File: src/hw/rtl/imtf_pkg.sv
// Shared types and constants of the interleaved move-to-front codec.
package imtf_pkg;

  // Symbol alphabet and derived widths.
  localparam int unsigned Alphabet = 256;
  localparam int unsigned SymW     = 8;
  // Fill count per lane runs from 0 to Alphabet.
  localparam int unsigned FillW    = 9;
  // Lane count arithmetic; wide enough for the largest lane limit.
  localparam int unsigned CntW     = 7;
  localparam int unsigned CfgDataW = 6;

  // Configuration register indexes.
  localparam logic RegMode      = 1'b0;
  localparam logic RegLaneCount = 1'b1;

  // Mode codes.
  localparam logic ModeEncode = 1'b0;
  localparam logic ModeDecode = 1'b1;

  localparam logic [CfgDataW-1:0] LaneCountReset = 6'd16;

  // Sequencer states.
  typedef enum logic [4:0] {
    StIdle    = 5'b00001,
    StLookup  = 5'b00010,
    StLookupW = 5'b00100,
    StWalk    = 5'b01000,
    StDone    = 5'b10000
  } state_e;

  // Command from the top level to the sequencer.
  typedef struct packed {
    logic            valid;
    logic            decode;
    logic            eob;
    logic [SymW-1:0] sym;
  } start_t;

  // Finished result from the sequencer.
  typedef struct packed {
    logic            valid;
    logic [SymW-1:0] result;
  } done_t;

endpackage

File: src/hw/rtl/imtf_ctrl.sv
// Sequencer that searches and shifts one lane list, one entry per cycle.
module imtf_ctrl #(
  parameter int unsigned MAX_LANES = 32,
  parameter int unsigned LaneW     = 5,
  parameter int unsigned AddrW     = 13
) (
  input  logic                      clk_i,
  input  logic                      rst_ni,
  input  imtf_pkg::start_t          start_i,
  input  logic [LaneW-1:0]          lane_i,
  output logic                      idle_o,
  output imtf_pkg::done_t           done_o,
  input  logic                      done_ack_i,
  output logic                      mem_we_o,
  output logic [AddrW-1:0]          mem_waddr_o,
  output logic [imtf_pkg::SymW-1:0] mem_wdata_o,
  output logic [AddrW-1:0]          mem_raddr_o,
  input  logic [imtf_pkg::SymW-1:0] mem_rdata_i
);

  localparam int unsigned SymW  = imtf_pkg::SymW;
  localparam int unsigned FillW = imtf_pkg::FillW;

  imtf_pkg::state_e state_q, state_d;

  logic [LaneW-1:0] lane_q;
  logic [SymW-1:0]  sym_q;
  logic             decode_q;
  logic             eob_q;
  logic [SymW-1:0]  rd_idx_q;
  logic [SymW-1:0]  cmp_idx_q;
  logic             cmp_vld_q;
  logic [SymW-1:0]  carry_q;
  logic [SymW-1:0]  result_q;
  logic [FillW-1:0] fill_q [MAX_LANES];

  logic [FillW-1:0] cur_fill;
  logic [SymW-1:0]  lookup_val;
  logic [SymW-1:0]  walk_val;
  logic             walk_hit;
  logic [FillW-1:0] new_fill;

  // Entries at or past the fill count still hold their identity value.
  assign cur_fill   = fill_q[lane_q];
  assign lookup_val = ({1'b0, sym_q} < cur_fill) ? mem_rdata_i : sym_q;
  assign walk_val   = ({1'b0, cmp_idx_q} < cur_fill) ? mem_rdata_i : cmp_idx_q;
  assign walk_hit   = cmp_vld_q && (walk_val == sym_q);
  assign new_fill   = {1'b0, cmp_idx_q} + FillW'(1);

  // Next state.
  always_comb begin
    state_d = state_q;
    case (state_q)
      imtf_pkg::StIdle: begin
        if (start_i.valid) begin
          state_d = start_i.decode ? imtf_pkg::StLookup : imtf_pkg::StWalk;
        end
      end
      imtf_pkg::StLookup:  state_d = imtf_pkg::StLookupW;
      imtf_pkg::StLookupW: state_d = imtf_pkg::StWalk;
      imtf_pkg::StWalk: begin
        if (walk_hit) begin
          state_d = imtf_pkg::StDone;
        end
      end
      imtf_pkg::StDone: begin
        if (done_ack_i) begin
          state_d = imtf_pkg::StIdle;
        end
      end
      default: state_d = imtf_pkg::StIdle;
    endcase
  end

  always_ff @(posedge clk_i or negedge rst_ni) begin
    if (!rst_ni) begin
      state_q <= imtf_pkg::StIdle;
    end else begin
      state_q <= state_d;
    end
  end

  // Walk registers: read address runs one entry ahead of the compare.
  always_ff @(posedge clk_i or negedge rst_ni) begin
    if (!rst_ni) begin
      cmp_vld_q <= 1'b0;
    end else if (state_q == imtf_pkg::StWalk) begin
      cmp_vld_q <= !walk_hit;
    end else begin
      cmp_vld_q <= 1'b0;
    end
  end

  // Item payload and datapath registers.
  always_ff @(posedge clk_i) begin
    case (state_q)
      imtf_pkg::StIdle: begin
        if (start_i.valid) begin
          lane_q   <= lane_i;
          sym_q    <= start_i.sym;
          carry_q  <= start_i.sym;
          decode_q <= start_i.decode;
          eob_q    <= start_i.eob;
          rd_idx_q <= '0;
        end
      end
      imtf_pkg::StLookupW: begin
        // Decode: the symbol at the rank becomes the search target.
        sym_q    <= lookup_val;
        carry_q  <= lookup_val;
        result_q <= lookup_val;
        rd_idx_q <= '0;
      end
      imtf_pkg::StWalk: begin
        rd_idx_q  <= rd_idx_q + SymW'(1);
        cmp_idx_q <= rd_idx_q;
        if (cmp_vld_q) begin
          carry_q <= walk_val;
          if (walk_hit && !decode_q) begin
            result_q <= cmp_idx_q;
          end
        end
      end
      default: begin
      end
    endcase
  end

  // Fill counts: grow to cover the shifted prefix, cleared at end of block.
  always_ff @(posedge clk_i or negedge rst_ni) begin
    if (!rst_ni) begin
      for (int unsigned l = 0; l < MAX_LANES; l++) begin
        fill_q[l] <= '0;
      end
    end else if (state_q == imtf_pkg::StWalk && walk_hit) begin
      if (eob_q) begin
        for (int unsigned l = 0; l < MAX_LANES; l++) begin
          fill_q[l] <= '0;
        end
      end else if (new_fill > cur_fill) begin
        fill_q[lane_q] <= new_fill;
      end
    end
  end

  // Memory access.
  always_comb begin
    mem_raddr_o = {lane_q, rd_idx_q};
    if (state_q == imtf_pkg::StLookup) begin
      mem_raddr_o = {lane_q, sym_q};
    end
  end

  assign mem_we_o    = (state_q == imtf_pkg::StWalk) && cmp_vld_q;
  assign mem_waddr_o = {lane_q, cmp_idx_q};
  assign mem_wdata_o = carry_q;

  assign idle_o        = (state_q == imtf_pkg::StIdle);
  assign done_o.valid  = (state_q == imtf_pkg::StDone);
  assign done_o.result = result_q;

endmodule

File: config.mk
export PLATFORM = sky130hd
export DESIGN_NAME = imtf_ctrl
export DESIGN_NICKNAME = d
export VERILOG_FILES = /design/src/hw/rtl/imtf_pkg.sv /design/src/hw/rtl/imtf_ctrl.sv
export SDC_FILE = /design/constraint.sdc
export NUM_CORES = 1
export LEC_CHECK = 0
export BUFFER_PORTS_ARGS = -buffer_cell sky130_fd_sc_hd__buf_2
export CORE_MARGIN = 5
export CORE_UTILIZATION = 40
export DETAILED_ROUTE_END_ITERATION = 10
export GPL_TIMING_DRIVEN = 1
export HOLD_SLACK_MARGIN = 0.12
export PLACE_DENSITY_LB_ADDON = 0.1
export SLEW_MARGIN = 5
export SYNTH_ARGS = -nofsm -noshare
export SYNTH_HDL_FRONTEND = slang
export SYNTH_SLANG_ARGS = --single-unit
File: constraint.sdc
create_clock -name clk_i -period 18.4 [get_ports clk_i]
set_clock_uncertainty 0.2 [all_clocks]
set_input_delay 0.92 -clock clk_i [delete_from_list [all_inputs] [get_ports clk_i]]
set_output_delay 0.92 -clock clk_i [all_outputs]
set_load 0.005 [all_outputs]
==> results of run 1 <==
[metal layers]
| metal | up-vias | wire, um |
|---|---|---|
| met3 | 112 | 4090 |
| met4 | 0 | 1910 |
| met5 | - | 0 |
| li1 | 6082 | - |
| met2 | 535 | 26600 |
| met1 | 7139 | 27200 |
[logic make-up (layout without fill, tap and decap cells)]
logic type | Yosys count | count (layout) | share of synthesized area [%]
compound gates | 582 | 582 | 25.8
xor+xnor | 20 | 20 | 0.974
fa+ha+maj | 26 | 26 | 1.81
buf+inv | 237 | 192 | 5.29
flops | 341 | 341 | 48.8
mux | 84 | 84 | 9.22
other cells | 0 | 1 | 0
simple gates | 281 | 281 | 8.10
[worst max-delay path, stage by stage, from the launching register on]
cell,delay [ns]
edfxtp_1,0.36
buf_4,0.30
buf_4,0.72
mux4_2,0.45
a22oi_1,0.45
and4_1,0.41
ha_1,0.30
a2111oi_0,0.46
a211o_1,0.22
a21o_1,0.32
mux2i_1,0.31
a21o_4,0.49
buf_4,0.81
or4_1,0.83
buf_4,0.38
o2bb2ai_1,0.09
[power groups by stage]
| stage | clock, mW | combinational [mW] | sequential [mW] |
|---|---|---|---|
| finish | 0.821 | 0.517 | 0.867 |
| global route | 0.872 | 0.559 | 0.870 |
| detailed placement | 0 | 0.517 | 0.880 |
| CTS | 0.841 | 0.516 | 0.866 |
| floorplan | 0 | 0.340 | 0.856 |
| global placement | 0 | 0.512 | 0.879 |
[flip-flops by register name, summed over array words and instances (netlist names)]
| signal | cells |
|---|---|
| rd_idx_q | 8 |
| cmp_idx_q | 8 |
| state_q | 5 |
| result_q | 8 |
| decode_q | 1 |
| lane_q | 5 |
| mem_wdata_o | 8 |
| fill_q | 288 |
| eob_q | 1 |
| sym_q | 8 |
| cmp_vld_q | 1 |
[synth_stat cells, types with 26 or more instances]
master,instances
nor2_1,33
dfrtp_1,293
o31ai_1,210
a22oi_1,47
edfxtp_1,47
o21ai_0,32
nand4_1,42
clkbuf_1,180
ha_1,26
mux4_2,64
o2bb2ai_1,192
or3_1,33
nand2_1,101
o31a_1,30
[final cells by class]
type | instances | area share (%)
clock buffers | 64 | 6.31
repair buffers | 101 | 3.03
well taps | 592 | 3.73
diodes | 1 | 0.0126
inverters | 17 | 0.321
multi-input cells | 993 | 41.9
flip-flops and latches | 341 | 44.1
clock inverters | 10 | 0.560
[final timing paths]
path	startpoint	endpoint	slack [ns]	depth (start not counted)
worst max-delay path	lane_q[1]	fill_q[117]	10.97	15
worst min-delay path	rst_ni	fill_q[119]	0.18	1
worst max register to register	lane_q[1]	fill_q[117]	10.97	15
worst min register to register	fill_q[217]	fill_q[217]	0.28	1
max in group asynchronous	rst_ni	fill_q[87]	15.58	3
min in group clk_i	fill_q[217]	fill_q[217]	0.28	1
[stage by stage]
stage	cells	hold WS (ns)	instance area (um2)
3_3_place_gp	2044	0.265	18500
5_1_grt	2118	0.226	19900
4_1_cts	2118	0.187	19900
3_5_place_dp	2044	0.269	18500
2_1_floorplan	1571	0.251	18000
6_report	2119	0.181	19900
==> results.json, run 1 <==
{
  "status": "finished clean",
  "dp_hpwl_um": 37600,
  "worst_pin_slew_ns": 1.20,
  "gr-usage-all-layers_pct": 23.7,
  "vias": 13900,
  "grt_pass1_wl_um": 91000,
  "cap_violations": 0,
  "swShare_pct": 33.6,
  "mostFrequentLayoutCells": "dfrtp_1, o31ai_1, o2bb2ai_1",
  "numCtsBuffers": 40,
  "rows": 77,
  "grt_overflow": 0,
  "clock-root-buffer": "clkbuf_16",
  "holdBufCountCts": 0,
  "drv_slew": 0,
  "wl_per_cell_um": 28.2,
  "finalPower_mw": 2.21,
  "tns_ns": 0,
  "drt_iter0_drc": 1302,
  "ctsResizeCount": 0,
  "async_reset_ff_share_pct": 86.2,
  "cp.arrival_ns": 7.66,
  "start_util_pct": 40.6,
  "grt_max_degree": 90,
  "clk_latency_ns": 0.57,
  "grt_setup_unrepaired": "no",
  "multi_input_area_um2": 8330,
  "drc": 0,
  "synth_edf_count": 47,
  "cts_tree": "yes",
  "sequentialPowerShare_pct": 39.3,
  "netlist_instances": 1571,
  "hp-class": "input pin to async pin",
  "die_h_um": 222,
  "cts_buffer_depth": 3,
  "netSwitchingPower_mw": 0.741,
  "synthFlopType": "dfrtp_1",
  "synth_top_area_share_pct": 40.8,
  "intPower_mw": 1.46,
  "antenna_found_initial": 1,
  "drive_gt1_share_pct": 16.8,
  "worstSetupStartpointType": "flop",
  "synth_area_per_cell_um2": 11.4,
  "worstSetupPathType": "flop to flop",
  "comb_power_share_pct": 23.5,
  "use_met3_pct": 4.98,
  "syn_nets": 1624,
  "max_slew_margin_pct": 20.1,
  "critPathCaptureType": "flop",
  "powerDensity_nw_per_um2": 111,
  "grt-busiest-layer": "met2",
  "clkPwrFrac_pct": 37.2,
  "crit_required_ns": 18.63,
  "wl_um": 59800,
  "synth_area_um2": 18000,
  "ir_drop_v": 0.0000657,
  "layout_commonest_cell": "dfrtp_1",
  "p_leak_nw": 7.73,
  "hold_viol_final": 0,
  "vias_per_cell": 6.54,
  "post-route-period-util_pct": 40.4,
  "core-area_um2": 44300,
  "utilization_pct": 44.8,
  "worst_slack_ns": 10.97,
  "nFillCells": 4116,
  "htreeDepth": 2,
  "dpl_worst_slack_ns": 11.13,
  "place_congestion": 0.865,
  "drtAntennaViolNets": 0,
  "grt.met2_usage_pct": 35.1,
  "ys_seq_area_share_pct": 48.8,
  "fin_crit_ns": 7.43,
  "synth_area_leaders": "dfrtp_1, o2bb2ai_1, o31ai_1",
  "cts_setup_buffers": 0,
  "final_nets": 1547,
  "grt_pass1_vias": 13800,
  "yosys.cell_types.count": 58,
  "finalSetupViolations": 0,
  "ys_ff_latch": 341,
  "syn_to_final_growth_pct": 10.5,
  "io_buffers": 71,
  "regArea_um2": 8770,
  "clock_sinks": 341,
  "clkTransAtPathRegs_ns": 0.06,
  "die_area_um2": 49300,
  "use_met1_pct": 34.6,
  "fp.dieW_um": 222,
  "fmax_mhz": 135,
  "ys_warn_count": 0,
  "path_max_fanout": 82,
  "pin_count": 72,
  "synth_top_area_cell": "dfrtp_1",
  "dr.pass1.iters": 5
}
Note: power is estimated with default switching activity, not from simulation.
==> run 2, diff against run 1 <==
==> constraint.sdc (replaced) <==
create_clock -name clk_i -period 6.3 [get_ports clk_i]
set_clock_uncertainty 0.2 [all_clocks]
set_input_delay 0.315 -clock clk_i [delete_from_list [all_inputs] [get_ports clk_i]]
set_output_delay 0.315 -clock clk_i [all_outputs]
set_load 0.005 [all_outputs]
==> results.json, run 2 (synthesized netlist as in run 1, its figures left out) <==
{
  "gr-usage-all-layers_pct": 23.8,
  "grt_max_degree": 150,
  "antenna_found_initial": 0,
  "cts_tree": "yes",
  "dpl-instance-area_um2": 18700,
  "finalNonFillerCells": 2168,
  "finish.instance_area_um2": 20400,
  "grt_setup_unrepaired": "no",
  "grt_pass1_wl_um": 92200,
  "use_met1_pct": 35.4,
  "io_buffers": 71,
  "hold_viol_final": 0,
  "hold_slack_ns": 0.137,
  "clock-root-buffer": "clkbuf_16",
  "drv_slew": 0,
  "top_register": "fill_q",
  "htreeDepth": 2,
  "dpl_worst_slack_ns": 0.620,
  "drive_gt1_share_pct": 17.5,
  "final_nets": 1598,
  "pin_count": 72,
  "finalPower_mw": 6.41,
  "finalSetupViolations": 0,
  "rr_worst_depth": 14,
  "cts_setup_buffers": 0,
  "status": "finished clean",
  "max_slew_margin_pct": 23.6,
  "clock_sinks": 341,
  "ctsResizeCount": 0,
  "dr.pass1.iters": 5,
  "layout_commonest_cell": "dfrtp_1",
  "wl_per_cell_um": 27.5,
  "cp.arrival_ns": 5.99,
  "worst_pin_slew_ns": 1.14,
  "clkTransAtPathRegs_ns": 0.06,
  "worstSetupPathType": "flop to flop",
  "rows": 77,
  "worst_slack_ns": 0.416,
  "numCtsBuffers": 40,
  "post-route-period-util_pct": 93.4,
  "core-area_um2": 44300,
  "clk_latency_ns": 0.57,
  "fmax_mhz": 170,
  "worstSetupStartpointType": "flop",
  "powerDensity_nw_per_um2": 315,
  "critPathCaptureType": "flop",
  "vias_per_cell": 6.48,
  "fp.dieW_um": 222,
  "utilization_pct": 46.0,
  "holdBufCountCts": 37,
  "vias": 14100,
  "antenna_cells": 0,
  "cap_violations": 0,
  "grt-busiest-layer": "met2",
  "p_leak_nw": 7.97,
  "mostFrequentLayoutCells": "dfrtp_1, o31ai_1, o2bb2ai_1",
  "cts_buffer_depth": 3,
  "syn_to_final_growth_pct": 13.3,
  "grt_overflow": 0,
  "grt_pass1_vias": 14100,
  "place_congestion": 0.870,
  "start_util_pct": 40.6,
  "die_h_um": 222,
  "placed_cells": 2058,
  "largest_reg_flops": 288,
  "dp_hpwl_um": 37800,
  "path_max_fanout": 22,
  "wl_um": 59700,
  "crit_required_ns": 6.40,
  "drt_iter0_drc": 1538,
  "tns_ns": 0,
  "drtAntennaViolNets": 0,
  "fin_crit_ns": 5.88,
  "use_met3_pct": 3.81,
  "die_area_um2": 49300,
  "drc": 0,
  "ir_drop_v": 0.000210,
  "grt.met2_usage_pct": 36.0,
  "hp-class": "input pin to async pin"
}
run 2: worst paths after layout:
path                                  start              to  slack, ns
worst min register to register  fill_q[266]     fill_q[266]       0.28
min in group clk_i                lane_i[1]       lane_q[1]       0.26
worst max-delay path              lane_q[0]  mem_wdata_o[3]       0.42
worst max register to register    lane_q[0]  mem_wdata_o[3]       0.42
max in group asynchronous            rst_ni      fill_q[38]       4.43
worst min-delay path                 rst_ni     fill_q[122]       0.14
run 2: worst max-delay path: stages (launching register included):
cell and delay, ns:
edfxtp_1 0.51, buf_12 0.25, mux4_2 0.56, a22oi_1 0.44, and4_1 0.44, ha_1 0.31, a2111oi_0 0.50, a211o_1 0.22
a21o_1 0.31, nor2_1 0.22, a22oi_1 0.18, nand2_1 0.07, dlygate4sd3_1 0.55, a221o_1 0.26, dlygate4sd3_1 0.55
run 2: layout make-up:
class | instances | area [um2]
tap | 592 | 741
multi-input combinational | 993 | 8330
timing repair buffer | 152 | 1150
inverter | 17 | 63.8
clock inverter | 18 | 131
sequential | 341 | 8770
fill | 4064 | 23900
clock buffer | 55 | 1180
run 2: metal layers:
metal | up-vias | wire length [um]
met2 | 536 | 27000
met1 | 7241 | 27400
met3 | 104 | 3660
li1 | 6177 | -
met5 | - | 0
met4 | 0 | 1650
run 2: power by group:
group / total, mW / switching [mW] / internal [mW]
Combinational: 1.56 / 1.06 / 0.500
Clock: 2.32 / 0.965 / 1.35
Sequential: 2.53 / 0.142 / 2.39
==> run 3, diff against run 2 <==
==> constraint.sdc (replaced) <==
create_clock -name clk_i -period 6.3 [get_ports clk_i]
set_clock_uncertainty 0.2 [all_clocks]
set_input_delay 0.315 -clock clk_i [delete_from_list [all_inputs] [get_ports clk_i]]
set_output_delay 0.315 -clock clk_i [all_outputs]
set_load 0.01 [all_outputs]
==> results.json, run 3 (synthesized netlist as in run 1, its figures left out) <==
{
  "r2r_slack_ns": 0.50,
  "core-area_um2": 44300,
  "drt_iter0_drc": 1429,
  "ctsResizeCount": 0,
  "numCtsBuffers": 39,
  "max_slew_margin_pct": 22.8,
  "critPathCaptureType": "flop",
  "hold_viol_final": 0,
  "mostFrequentLayoutCells": "dfrtp_1, o31ai_1, o2bb2ai_1",
  "cts_buffer_depth": 3,
  "rr_startpoint": "lane_q[0]",
  "worstSetupPathType": "flop to flop",
  "antenna_cells": 0,
  "worstSetupStartpointType": "flop",
  "powerDensity_nw_per_um2": 313,
  "clock_sinks": 341,
  "top_register": "fill_q",
  "rows": 77,
  "clk_latency_ns": 0.58,
  "post-route-period-util_pct": 92.1,
  "clock-root-buffer": "clkbuf_16",
  "vias": 14200,
  "nFillCells": 4090,
  "multi_input_area_um2": 8330,
  "pin_count": 72,
  "finalSetupViolations": 0,
  "rr_endpoint": "mem_wdata_o[6]",
  "syn_to_final_growth_pct": 12.8,
  "grt_pass1_vias": 14200,
  "start_util_pct": 40.6,
  "clkTransAtPathRegs_ns": 0.06,
  "p_leak_nw": 7.91,
  "drive_gt1_share_pct": 16.7,
  "tns_ns": 0,
  "grt-busiest-layer": "met2",
  "hp-class": "input pin to async pin",
  "dr.pass1.iters": 5,
  "final_nets": 1598,
  "grt_pass1_wl_um": 92600,
  "die_h_um": 222,
  "place_congestion": 0.856,
  "dp_hpwl_um": 37800,
  "wl_um": 59900,
  "die_area_um2": 49300,
  "fp.dieW_um": 222,
  "drtAntennaViolNets": 0,
  "path_max_fanout": 22,
  "drc": 0,
  "grt_setup_unrepaired": "no",
  "use_met3_pct": 4.45,
  "finish.instance_area_um2": 20300,
  "grt_max_degree": 150,
  "fmax_mhz": 172,
  "htreeDepth": 2,
  "dpl-instance-area_um2": 18700,
  "worst_pin_slew_ns": 1.16,
  "antenna_found_initial": 2,
  "vias_per_cell": 6.54,
  "grt_overflow": 0,
  "rr_worst_depth": 14,
  "drv_slew": 0,
  "gr-usage-all-layers_pct": 23.9,
  "use_met1_pct": 35.2,
  "cts_tree": "yes",
  "finalPower_mw": 6.35,
  "cp.arrival_ns": 5.91,
  "io_buffers": 71,
  "layout_commonest_cell": "dfrtp_1",
  "ir_drop_v": 0.000203,
  "status": "finished clean",
  "largest_reg_flops": 288,
  "wl_per_cell_um": 27.7,
  "grt.met2_usage_pct": 36.2,
  "fin_crit_ns": 5.80,
  "crit_required_ns": 6.40,
  "cap_violations": 0,
  "regArea_um2": 8770
}
[run 3: changes by cell type in the layout (fill, tap and decap cells not counted), sizes merged]
| cell | delta |
|---|---|
| clkbuf | +9 |
| bufinv | -1 |
| clkinv | -10 |
| dlygate4sd3 | +1 |
| clkinvlp | -1 |
[run 3: critical path: stages (launching register included)]
cell	delay [ns]
edfxtp_1	0.50
buf_12	0.25
mux4_2	0.53
a22oi_1	0.44
and4_1	0.41
ha_1	0.30
a2111oi_0	0.44
a211o_1	0.25
a21o_1	0.31
nor2_1	0.23
a22oi_1	0.19
nand2_1	0.07
dlygate4sd3_1	0.55
a221o_1	0.27
dlygate4sd3_1	0.56
[run 3: what timing repair did]
action | 4_1_cts | 5_1_grt
hold buffers | 38 | 0
buffers inserted | 0 | 0
endpoints found under the setup margin | 0 | 0
endpoints found under the hold margin | 114 | 0
[run 3: power breakdown]
part           switching (mW)  internal [mW]  total [mW]
Sequential              0.140           2.39        2.53
Clock                   0.941           1.27        2.21
Combinational            1.10          0.504        1.60
Total                    2.18           4.16        6.35
[run 3: how the worst max path moves through the flow]
stage          slack, ns      start  cells past startpoint             end
5_1_grt             0.18  lane_q[0]                     14     fill_q[148]
3_3_place_gp        0.67  lane_q[0]                     14     fill_q[157]
2_1_floorplan       0.16  lane_q[0]                     18     result_q[0]
4_1_cts             0.52  lane_q[0]                     14  mem_wdata_o[6]
3_5_place_dp        0.61  lane_q[0]                     14      fill_q[65]
6_report            0.50  lane_q[0]                     14  mem_wdata_o[6]
[run 3: layer usage]
| layer | wire length, um | vias to the layer above |
|---|---|---|
| li1 | - | 6168 |
| met5 | 0 | - |
| met1 | 26900 | 7305 |
| met2 | 27000 | 581 |
| met3 | 4150 | 110 |
| met4 | 1850 | 0 |
[run 3: layout make-up]
cell class / count / area share, %
sequential: 341 / 43.2
multi-input combinational: 993 / 41.1
clock buffer: 64 / 5.77
timing repair buffer: 153 / 5.74
tap: 592 / 3.65
inverter: 17 / 0.315
clock inverter: 6 / 0.222
[run 3: per-stage QoR]
stage               utilization [%]  worst slack, ns  hold WS (ns)  std cells
CTS                            45.8            0.524         0.137       2166
global route                   45.8            0.178         0.176       2166
finish                         45.8            0.496         0.124       2166
global placement               42.2            0.675         0.161       2058
floorplan                         -            0.164        -0.181       1571
detailed placement             42.2            0.612         0.154       2058
